**src/rtl/fhn_pkg.sv**
```systemverilog
// fhn_pkg: shared types, defaults and datapath command codes for the
// fitzhugh-nagumo neuron update block; used by every rtl module here
`timescale 1ns / 1ps
`default_nettype none

package fhn_pkg;

    localparam int DEF_NEURON_COUNT = 1024;
    localparam int DEF_FRAC_BITS    = 24;

    localparam int IDX_W   = 10;
    localparam int DATA_W  = 32;
    localparam int STEPS_W = 11;
    localparam int SCALE_W = 25;
    localparam int CFG_IDX_W = 3;

    // register reset values, q8.24
    localparam logic signed [DATA_W-1:0] RST_COEFF_A   = 32'sd11744051;
    localparam logic signed [DATA_W-1:0] RST_COEFF_B   = 32'sd13421773;
    localparam logic signed [DATA_W-1:0] RST_COEFF_PHI = 32'sd1342177;
    localparam logic [STEPS_W-1:0]       RST_STEPS     = 11'd1;
    localparam logic [SCALE_W-1:0]       RST_SCALE     = 25'd16777216;
    localparam logic signed [DATA_W-1:0] RST_START_X   = 32'sd0;
    localparam logic signed [DATA_W-1:0] RST_START_W   = 32'sd0;

    typedef enum logic [CFG_IDX_W-1:0] {
        REG_COEFF_A   = 3'd0,
        REG_COEFF_B   = 3'd1,
        REG_COEFF_PHI = 3'd2,
        REG_STEPS     = 3'd3,
        REG_SCALE     = 3'd4,
        REG_START_X   = 3'd5,
        REG_START_W   = 3'd6
    } t_cfg_idx;

    typedef struct packed {
        logic [IDX_W-1:0]         neuron_index;
        logic signed [DATA_W-1:0] drive_current;
        logic                     restart;
    } t_in_word;

    typedef struct packed {
        logic [IDX_W-1:0]         neuron_id_out;
        logic                     fired;
        logic signed [DATA_W-1:0] membrane_out;
        logic signed [DATA_W-1:0] recovery_out;
    } t_out_word;

    typedef enum logic [4:0] {
        OP_NOP,
        OP_LATCH,
        OP_READ,
        OP_LOAD,
        OP_MUL_XX,
        OP_MUL_TX,
        OP_MUL_T3,
        OP_MUL_BW,
        OP_MUL_PHIT,
        OP_MUL_DXS,
        OP_MUL_DWS,
        OP_CAP_T,
        OP_SUB_XP,
        OP_SUB_TW,
        OP_ADD_TI,
        OP_ADD_XA,
        OP_SUB_TP,
        OP_CAP_DW,
        OP_ADD_XP,
        OP_ADD_WP,
        OP_FIRE,
        OP_WRITE
    } t_dp_op;

    typedef struct packed {
        t_dp_op op;
    } t_dp_cmd;

    typedef struct packed {
        logic               restart;
        logic               out_busy;
        logic [STEPS_W-1:0] step_count;
    } t_dp_stat;

endpackage

`default_nettype wire

```
**src/rtl/fhn_ctrl.sv**
```systemverilog
// fhn_ctrl: sequencer that walks the euler step and spike test micro-ops
// and drives the datapath command; depends on fhn_pkg
`timescale 1ns / 1ps
`default_nettype none

module fhn_ctrl
    import fhn_pkg::*;
(
    input  wire logic     i_clk,
    input  wire logic     i_rst_n,
    input  wire logic     i_valid,
    input  wire t_dp_stat i_stat,
    output logic          o_busy,
    output t_dp_cmd       o_cmd
);

    typedef enum logic [2:0] {
        S_IDLE,
        S_READ,
        S_LOAD,
        S_STEP,
        S_TEST,
        S_FINISH
    } t_state;

    localparam logic [4:0] STEP_LAST = 5'd16;
    localparam logic [4:0] TEST_LAST = 5'd6;

    // one euler step; each multiply's product is used by a later op before the next multiply
    function automatic t_dp_op step_op(input logic [4:0] pc);
        t_dp_op op;
        unique case (pc)
            5'd0:    op = OP_MUL_XX;
            5'd1:    op = OP_CAP_T;
            5'd2:    op = OP_MUL_TX;
            5'd3:    op = OP_CAP_T;
            5'd4:    op = OP_MUL_T3;
            5'd5:    op = OP_SUB_XP;
            5'd6:    op = OP_SUB_TW;
            5'd7:    op = OP_ADD_TI;
            5'd8:    op = OP_MUL_BW;
            5'd9:    op = OP_ADD_XA;
            5'd10:   op = OP_SUB_TP;
            5'd11:   op = OP_MUL_PHIT;
            5'd12:   op = OP_CAP_DW;
            5'd13:   op = OP_MUL_DXS;
            5'd14:   op = OP_ADD_XP;
            5'd15:   op = OP_MUL_DWS;
            5'd16:   op = OP_ADD_WP;
            default: op = OP_NOP;
        endcase
        return op;
    endfunction

    // spike test reuses the x - x^3/3 head of the step
    function automatic t_dp_op test_op(input logic [4:0] pc);
        t_dp_op op;
        if (pc < TEST_LAST) begin
            op = step_op(pc);
        end else begin
            op = OP_FIRE;
        end
        return op;
    endfunction

    t_state             r_state;
    logic [4:0]         r_pc;
    logic [STEPS_W-1:0] r_left;

    always_ff @(posedge i_clk) begin
        if (!i_rst_n) begin
            r_state <= S_IDLE;
            r_pc    <= '0;
            r_left  <= '0;
        end else begin
            unique case (r_state)
                S_IDLE: begin
                    if (i_valid) begin
                        r_state <= S_READ;
                    end
                end
                S_READ: r_state <= S_LOAD;
                S_LOAD: begin
                    r_pc   <= '0;
                    r_left <= i_stat.step_count;
                    if (i_stat.restart) begin
                        r_state <= S_FINISH;
                    end else if (i_stat.step_count == '0) begin
                        r_state <= S_TEST;
                    end else begin
                        r_state <= S_STEP;
                    end
                end
                S_STEP: begin
                    if (r_pc == STEP_LAST) begin
                        r_pc   <= '0;
                        r_left <= r_left - 1'b1;
                        if (r_left == STEPS_W'(1)) begin
                            r_state <= S_TEST;
                        end
                    end else begin
                        r_pc <= r_pc + 1'b1;
                    end
                end
                S_TEST: begin
                    if (r_pc == TEST_LAST) begin
                        r_state <= S_FINISH;
                    end else begin
                        r_pc <= r_pc + 1'b1;
                    end
                end
                S_FINISH: begin
                    if (!i_stat.out_busy) begin
                        r_state <= S_IDLE;
                    end
                end
                default: r_state <= S_IDLE;
            endcase
        end
    end

    always_comb begin
        unique case (r_state)
            S_IDLE:   o_cmd.op = i_valid ? OP_LATCH : OP_NOP;
            S_READ:   o_cmd.op = OP_READ;
            S_LOAD:   o_cmd.op = OP_LOAD;
            S_STEP:   o_cmd.op = step_op(r_pc);
            S_TEST:   o_cmd.op = test_op(r_pc);
            S_FINISH: o_cmd.op = i_stat.out_busy ? OP_NOP : OP_WRITE;
            default:  o_cmd.op = OP_NOP;
        endcase
    end

    assign o_busy = (r_state != S_IDLE);

endmodule

`default_nettype wire

```
**config.mk**
```make
export PLATFORM = sky130hd
export DESIGN_NAME = fhn_ctrl
export DESIGN_NICKNAME = d
export VERILOG_FILES = /design/src/rtl/fhn_pkg.sv /design/src/rtl/fhn_ctrl.sv
export SDC_FILE = /design/constraint.sdc
export NUM_CORES = 1
export LEC_CHECK = 0
export BUFFER_PORTS_ARGS = -buffer_cell sky130_fd_sc_hd__buf_2
export CAP_MARGIN = 20
export CORE_ASPECT_RATIO = 1.5
export CORE_UTILIZATION = 65
export CTS_BUF_LIST = sky130_fd_sc_hd__clkbuf_4
export DETAILED_ROUTE_END_ITERATION = 8
export PLACE_DENSITY = 0.87
export SLEW_MARGIN = 10
export SYNTH_ARGS = -nofsm -noshare
export SYNTH_HDL_FRONTEND = slang
export SYNTH_SLANG_ARGS = --single-unit
```
**constraint.sdc**
```tcl
create_clock -name i_clk -period 7.9 [get_ports i_clk]
set_input_delay 0 -clock i_clk [delete_from_list [all_inputs] [get_ports i_clk]]
set_output_delay 0 -clock i_clk [all_outputs]
set_load 0.005 [all_outputs]
```
==> metrics.csv, run 1 <==
metric;value;unit
asr flop ratio synth;0;
count of state elements after synthesis;24;
Worst Path Required;8160;ps
1st-iter DRT viols;102;
drc violations;0;
DR pass1 iterations;5;
Sink Count;24;
skew final;8.17;ps
row count;23;
top cells by area, synth;dfxtp_1 25%, ha_1 5.9%, a21oi_1 5.2%;
Post-DRT Antenna Nets;0;
pin count of the biggest net entering global routing;24;
Setup WS post-layout;4510;ps
pre-CTS setup slack;4610;ps
Max Root-Sink Buffers;2;
RSZ-0062 raised after global routing;no;
syn avg cell area;7.85;um^2
hpwl dp;3810;um
CP Buf/Inv Count;3;
CTS H-tree depth;1;
final hold viol count;0;
syn nets;268;
TNS Setup;0;ps
# nets final;283;
fin. max-slew vios;0;
Synth Warn #;0;
final period utilization;0.429;
outcome;complete, no violations;
post-synth cell types;64;
WHS Endpoint;r_left[5]$_SDFFE_PN0P_;
r2r worst-path depth;13;
die height;68.4;um
initial core utilization;0.698;
Worst Hold Launch;i_stat[5];
initial antenna violation count;0;
post_cts resized;0;
area of the core;0.00273;mm^2
R2R Path Start;r_pc[0]$_SDFFE_PN0N_;
worst skew pair latency;340;ps
Post-CTS Setup Bufs;0;
TritonCTS buffer count;3;
total track usage;0.380;
layout cells sized above 1;0.152;
top-count cell post-synth;dfxtp_1;
R2R setup slack;4510;ps
arrival time worst endpoint;3650;ps
final setup vio count;0;
Worst Tran Pin Value;845;ps
delay-heaviest family, CP;compound AO/OA/AOI/OAI gates;
multi-input gate area in the final layout;0.00129;mm^2
CTS tree;done;
total gr overflow;0;
Root Driver;clkbuf_4;
area delta synth->final;8.98;%
top cell type's share of synthesized area;0.252;
Yosys top cell by area;dfxtp_1;
vias in the first global route;1803;
Crit Path Category;reg2reg;
Mapped Cells;243;
top_reg_cell synth;dfxtp_1;
maxcap violations;0;
Synth Cell Area;0.00191;mm^2
crit path capture type;flip-flop;
Top Ports;22;
Port Buffers;21;
relative slew slack;0.431;
Crit Path Max Fanout;11;
DIE AREA;0.00316;mm^2
# hold bufs at CTS;4;
EDFF count, synth;0;
vias per cell;6.77;
pwr/cell area;349;mW/mm^2
VDD IR max;202;uV
n_diodes;0;
fmax;0.295;GHz
cells along the critical path;inv_1 > ha_1 > nor4bb_1 > buf_4 > o21ai_4 > nand2_1 > a21oi_1 > inv_1 > ha_1 > a211oi_1 > a22oi_1 > a41o_1 > a211oi_1;
Leak;0.794;nW
most frequent cells after synthesis;24 x dfxtp_1, 20 x a21oi_1, 17 x nand2_1, 17 x nor2_1, 16 x o21ai_0;
Die Wd;46.2;um
first-pass GRT wire length;8590;um
# fillers;209;
min-delay worst type;in2reg;
CP startpoint kind;flip-flop;
FF+latch area;480;um^2
slowest CP cell;dfxtp_1;
total number of vias;1991;
Seq/Total Area, Yosys;0.252;
GP Congestion;0.902;
Clock transition at path regs;150;ps
Total Wirelength;5300;um
hold path depth;3;
Worst path max stage delay;570;ps
Tmin final;3390;ps
post-DR wirelength/cell;18.0;um
==> cells in the final DEF, fill, tap and decap left out, types with 4 or more instances in the layout <==
| master | count |
|---|---|
| nor4_1 | 6 |
| buf_2 | 21 |
| a21oi_1 | 20 |
| nor2_1 | 17 |
| o21ai_0 | 16 |
| a211oi_1 | 7 |
| inv_1 | 11 |
| ha_1 | 9 |
| dlygate4sd3_1 | 4 |
| o21ai_1 | 7 |
| a31oi_1 | 4 |
| dfxtp_1 | 24 |
| nand3_1 | 10 |
| nor2b_1 | 6 |
| nor3_1 | 7 |
| nand2_1 | 17 |
==> worst max path at each step <==
stage	startpoint	to	slack, ps	cells after the start
2_1_floorplan	r_pc[0]$_SDFFE_PN0N_	flip-flop	5060	15
6_report	r_pc[0]$_SDFFE_PN0N_	flip-flop	4510	13
5_1_grt	r_pc[0]$_SDFFE_PN0N_	flip-flop	4310	13
3_5_place_dp	r_pc[0]$_SDFFE_PN0N_	flip-flop	4610	13
4_1_cts	r_pc[0]$_SDFFE_PN0N_	flip-flop	4540	13
3_3_place_gp	r_pc[0]$_SDFFE_PN0N_	flip-flop	4760	13
==> routing by layer <==
metal | global-route usage | wire length [um] | vias up
met5 | 0 | 0 | -
met4 | 0.199 | 201 | 0
met3 | 0.0765 | 277 | 23
met2 | 0.664 | 2830 | 88
met1 | 0.416 | 2000 | 932
li1 | - | - | 948
==> layout make-up <==
type,instances,share of cell area
clock inverters,1,0.0144
well taps,37,0.0223
flip-flops and latches,24,0.231
multi-input cells,189,0.621
inverters,13,0.0235
clock buffers,3,0.0108
repair buffers,27,0.0770
==> worst register-to-register path, stage by stage, from the launching register on <==
cell and delay (ps):
dfxtp_1 570, inv_1 190, ha_1 240, nor4bb_1 150, buf_4 200, o21ai_4 240, nand2_1 290, a21oi_1 260
inv_1 110, ha_1 310, a211oi_1 220, a22oi_1 120, a41o_1 250, a211oi_1 180
==> power breakdown <==
part	total (mW)	leakage, nW	switching [mW]	internal (mW)
clock	0.0940	0.0279	0.0427	0.0514
sequential	0.223	0.197	0.0647	0.158
combinational	0.409	0.569	0.239	0.170
total	0.726	0.794	0.346	0.380
==> cells by family after synthesis <==
group	synth area share
adder cells (fa/ha/maj)	0.0590
AND/OR/NAND/NOR	0.245
XOR/XNOR	0.00918
multiplexers	0.0223
buffers and inverters	0.0715
AO/OA/AOI/OAI	0.342
flip-flops	0.252
==> through the flow <==
stage	hold WS, ps	utilization	power [mW]	instances	area [um^2]
after detailed placement	284	0.727	0.618	286	1990
after global routing	19.4	0.761	0.779	294	2080
after CTS	7.71	0.761	0.714	294	2080
final	4.00	0.761	0.726	294	2080
after floorplan	146	-	0.527	243	1910
after global placement	277	0.727	0.611	286	1990
Power figures use the tool's default switching activity.
==> run 2: changes to the inputs <==
Settings changed: ABC_AREA from default to 1, CORE_UTILIZATION 65 to 54, PLACE_DENSITY 0.87 to 0.78.
Clock period 7.9 ns to 3 ns, I/O delays scaled along.
==> run 2 against run 1 <==
Routed wire length is 8.6% lower. Worst hold slack better by 3.9 ps. First-iteration DRC count is 44% lower. Count of clock-buffer cells in the layout stayed put. Non-clock buffer count is 1 higher. Sequential share of layout area is 0.32 points higher. Clock power grew to 2.5 times the previous value. Largest power group unchanged. Highest routed layer unchanged.
==> metrics.csv, run 2 <==
metric;value;unit
multi-input gate area in the final layout;0.00112;mm^2
pwr/cell area;811;mW/mm^2
post-DR wirelength/cell;13.5;um
final hold viol count;0;
Synth Warn #;0;
Top Ports;22;
fmax;0.424;GHz
skew final;10.5;ps
DIE AREA;0.00359;mm^2
R2R Path Start;r_pc[0]$_SDFFE_PN0N_;
power share of the sequential group;0.309;
vias in the first global route;1949;
Logic pwr share;0.547;
worst skew pair latency;320;ps
Synth Cell Area;0.00181;mm^2
pin count of the biggest net entering global routing;21;
Switching Power;802;uW
area delta synth->final;13.4;%
Total Wirelength;4850;um
outcome;complete, no violations;
crit path capture type;flip-flop;
total number of vias;1958;
first-pass GRT wire length;8090;um
Max Root-Sink Buffers;2;
layout cells sized above 1;0.128;
top cell type's share of synthesized area;0.266;
Seq/Total Area, Yosys;0.266;
RSZ-0062 raised after global routing;no;
TritonCTS buffer count;3;
total gr overflow;0;
commonest cells after routing, fill and taps aside;76 x nand2_1, 45 x inv_1, 35 x nor2_1;
commonest non-fill, non-tap cell in the layout;nand2_1;
CTS H-tree depth;1;
Worst Path Required;3280;ps
total track usage;0.292;
Port Buffers;21;
Overall Power;1.66;mW
drc violations;0;
initial core utilization;0.572;
arrival time worst endpoint;2640;ps
asr flop ratio synth;0;
n_diodes;0;
Tmin final;2360;ps
Yosys top cell by area;dfxtp_1;
Leak;1.10;nW
vias per cell;5.44;
Sink Count;24;
Crit Path Max Fanout;7;
slowest CP cell;dfxtp_1;
maxcap violations;0;
count of state elements after synthesis;24;
Post-CTS Setup Bufs;0;
post-synth cell types;28;
1st-iter DRT viols;57;
syn avg cell area;6.15;um^2
GP Congestion;0.884;
Worst Tran Pin Value;471;ps
TNS Setup;0;ps
relative slew slack;0.686;
Clock transition at path regs;140;ps
top-count cell post-synth;nand2_1;
Root Driver;clkbuf_4;
Mapped Cells;294;
Die Wd;49.2;um
Crit Path Category;reg2reg;
die height;72.9;um
final setup vio count;0;
CP startpoint kind;flip-flop;
cells along the critical path;inv_1 > ha_1 > nand2_1 > inv_1 > nand2_1 > nand2_1 > nand2_1 > nand2_1 > nor2_4 > inv_1 > ha_1 > inv_1 > nand4_1 > nand3_1 > nand2_1 > nand2_1;
Sw Ratio;0.482;
area of the core;0.00316;mm^2
CTS tree;done;
Post-DRT Antenna Nets;0;
Worst Hold Launch;i_stat[7];
hpwl dp;3670;um
# fillers;307;
most frequent cells after synthesis;76 x nand2_1, 45 x inv_1, 35 x nor2_1, 30 x nand3_1, 24 x dfxtp_1;
FF+latch area;480;um^2
clock share of power;0.144;
DR pass1 iterations;4;
Worst path max stage delay;470;ps
EDFF count, synth;0;
VDD IR max;531;uV
top cells by area, synth;dfxtp_1 27%, nand2_1 16%, inv_1 9.3%;
Crit. Startpoint;r_pc[0]$_SDFFE_PN0N_;
syn nets;319;
row count;25;
internal power;862;uW
initial antenna violation count;0;
# hold bufs at CTS;5;
fin. max-slew vios;0;
top_reg_cell synth;dfxtp_1;
CP dominant cell by count;nand2_1;
min-delay worst type;in2reg;
final period utilization;0.785;
post_cts resized;0;
# nets final;346;
==> run 2: cell count changes in the layout (fill, tap and decap cells not counted), moves of 4 or more <==
cell,change
nand2_1,+59
inv_1,+34
nand3_1,+20
nor2_1,+18
a21oi_1,-13
nand4_1,+7
o21ai_1,-7
nor2b_1,-6
nor4_1,-6
a211oi_1,-5
nor3_1,-4
o21ai_0,+4
==> run 2: kinds of logic (layout without fill, tap and decap cells) <==
family,count (synthesis),count (layout),synth area share
compound gates,42,42,0.136
xor+xnor,2,2,0.00969
fa+ha+maj,9,9,0.0623
buf+inv,54,80,0.116
flops,24,24,0.266
simple gates,163,163,0.410
==> run 2: path summary, 6_finish.rpt <==
kind | to | slack (ps) | depth (start not counted)
worst min register to register | r_left[5]$_SDFFE_PN0P_ | 500 | 2
worst min-delay path | r_left[7]$_SDFFE_PN0P_ | 8 | 3
worst max-delay path | flip-flop | 640 | 16
worst max register to register | flip-flop | 640 | 16
==> run 2: through the flow <==
step / hold WS [ps] / utilization / area, um^2 / setup slack, ps / std cells
floorplan: 139 / - / 1810 / 1010 / 294
global placement: 258 / 0.617 / 1950 / 786 / 351
detailed placement: 272 / 0.617 / 1950 / 716 / 351
CTS: 1.60 / 0.649 / 2050 / 668 / 360
global route: 13.1 / 0.649 / 2050 / 446 / 360
finish: 7.95 / 0.649 / 2050 / 644 / 360
==> run 2: routing by layer <==
layer	part of all wire	global-route usage	vias to the layer above	wire (um)
met2	0.56	0.589	51	2730
met1	0.37	0.275	891	1780
met3	0.038	0.0375	15	185
met5	0	0	-	0
li1	-	-	1001	-
met4	0.032	0.160	0	155
==> run 2: cell type report <==
class,instances,area share
multi-input combinational,216,0.545
sequential,24,0.234
inverter,48,0.0879
timing repair buffer,28,0.0830
tap,40,0.0244
clock inverter,1,0.0146
clock buffer,3,0.0110
==> run 2: power groups by stage <==
| stage | Clock, mW | Sequential [mW] | Combinational (mW) |
|---|---|---|---|
| after global routing | 0.256 | 0.527 | 1.04 |
| after global placement | 0 | 0.517 | 0.877 |
| after detailed placement | 0 | 0.521 | 0.893 |
| after floorplan | 0 | 0.478 | 0.702 |
| after CTS | 0.239 | 0.512 | 0.902 |
| final | 0.239 | 0.515 | 0.911 |
==> run 2: critical path, delay by kind of cell (launching register included) <==
family | cells | cell delay (ps)
flip-flops | 1 | 470
adder cells (fa/ha/maj) | 2 | 500
AND/OR/NAND/NOR | 10 | 1040
buffers and inverters | 4 | 310
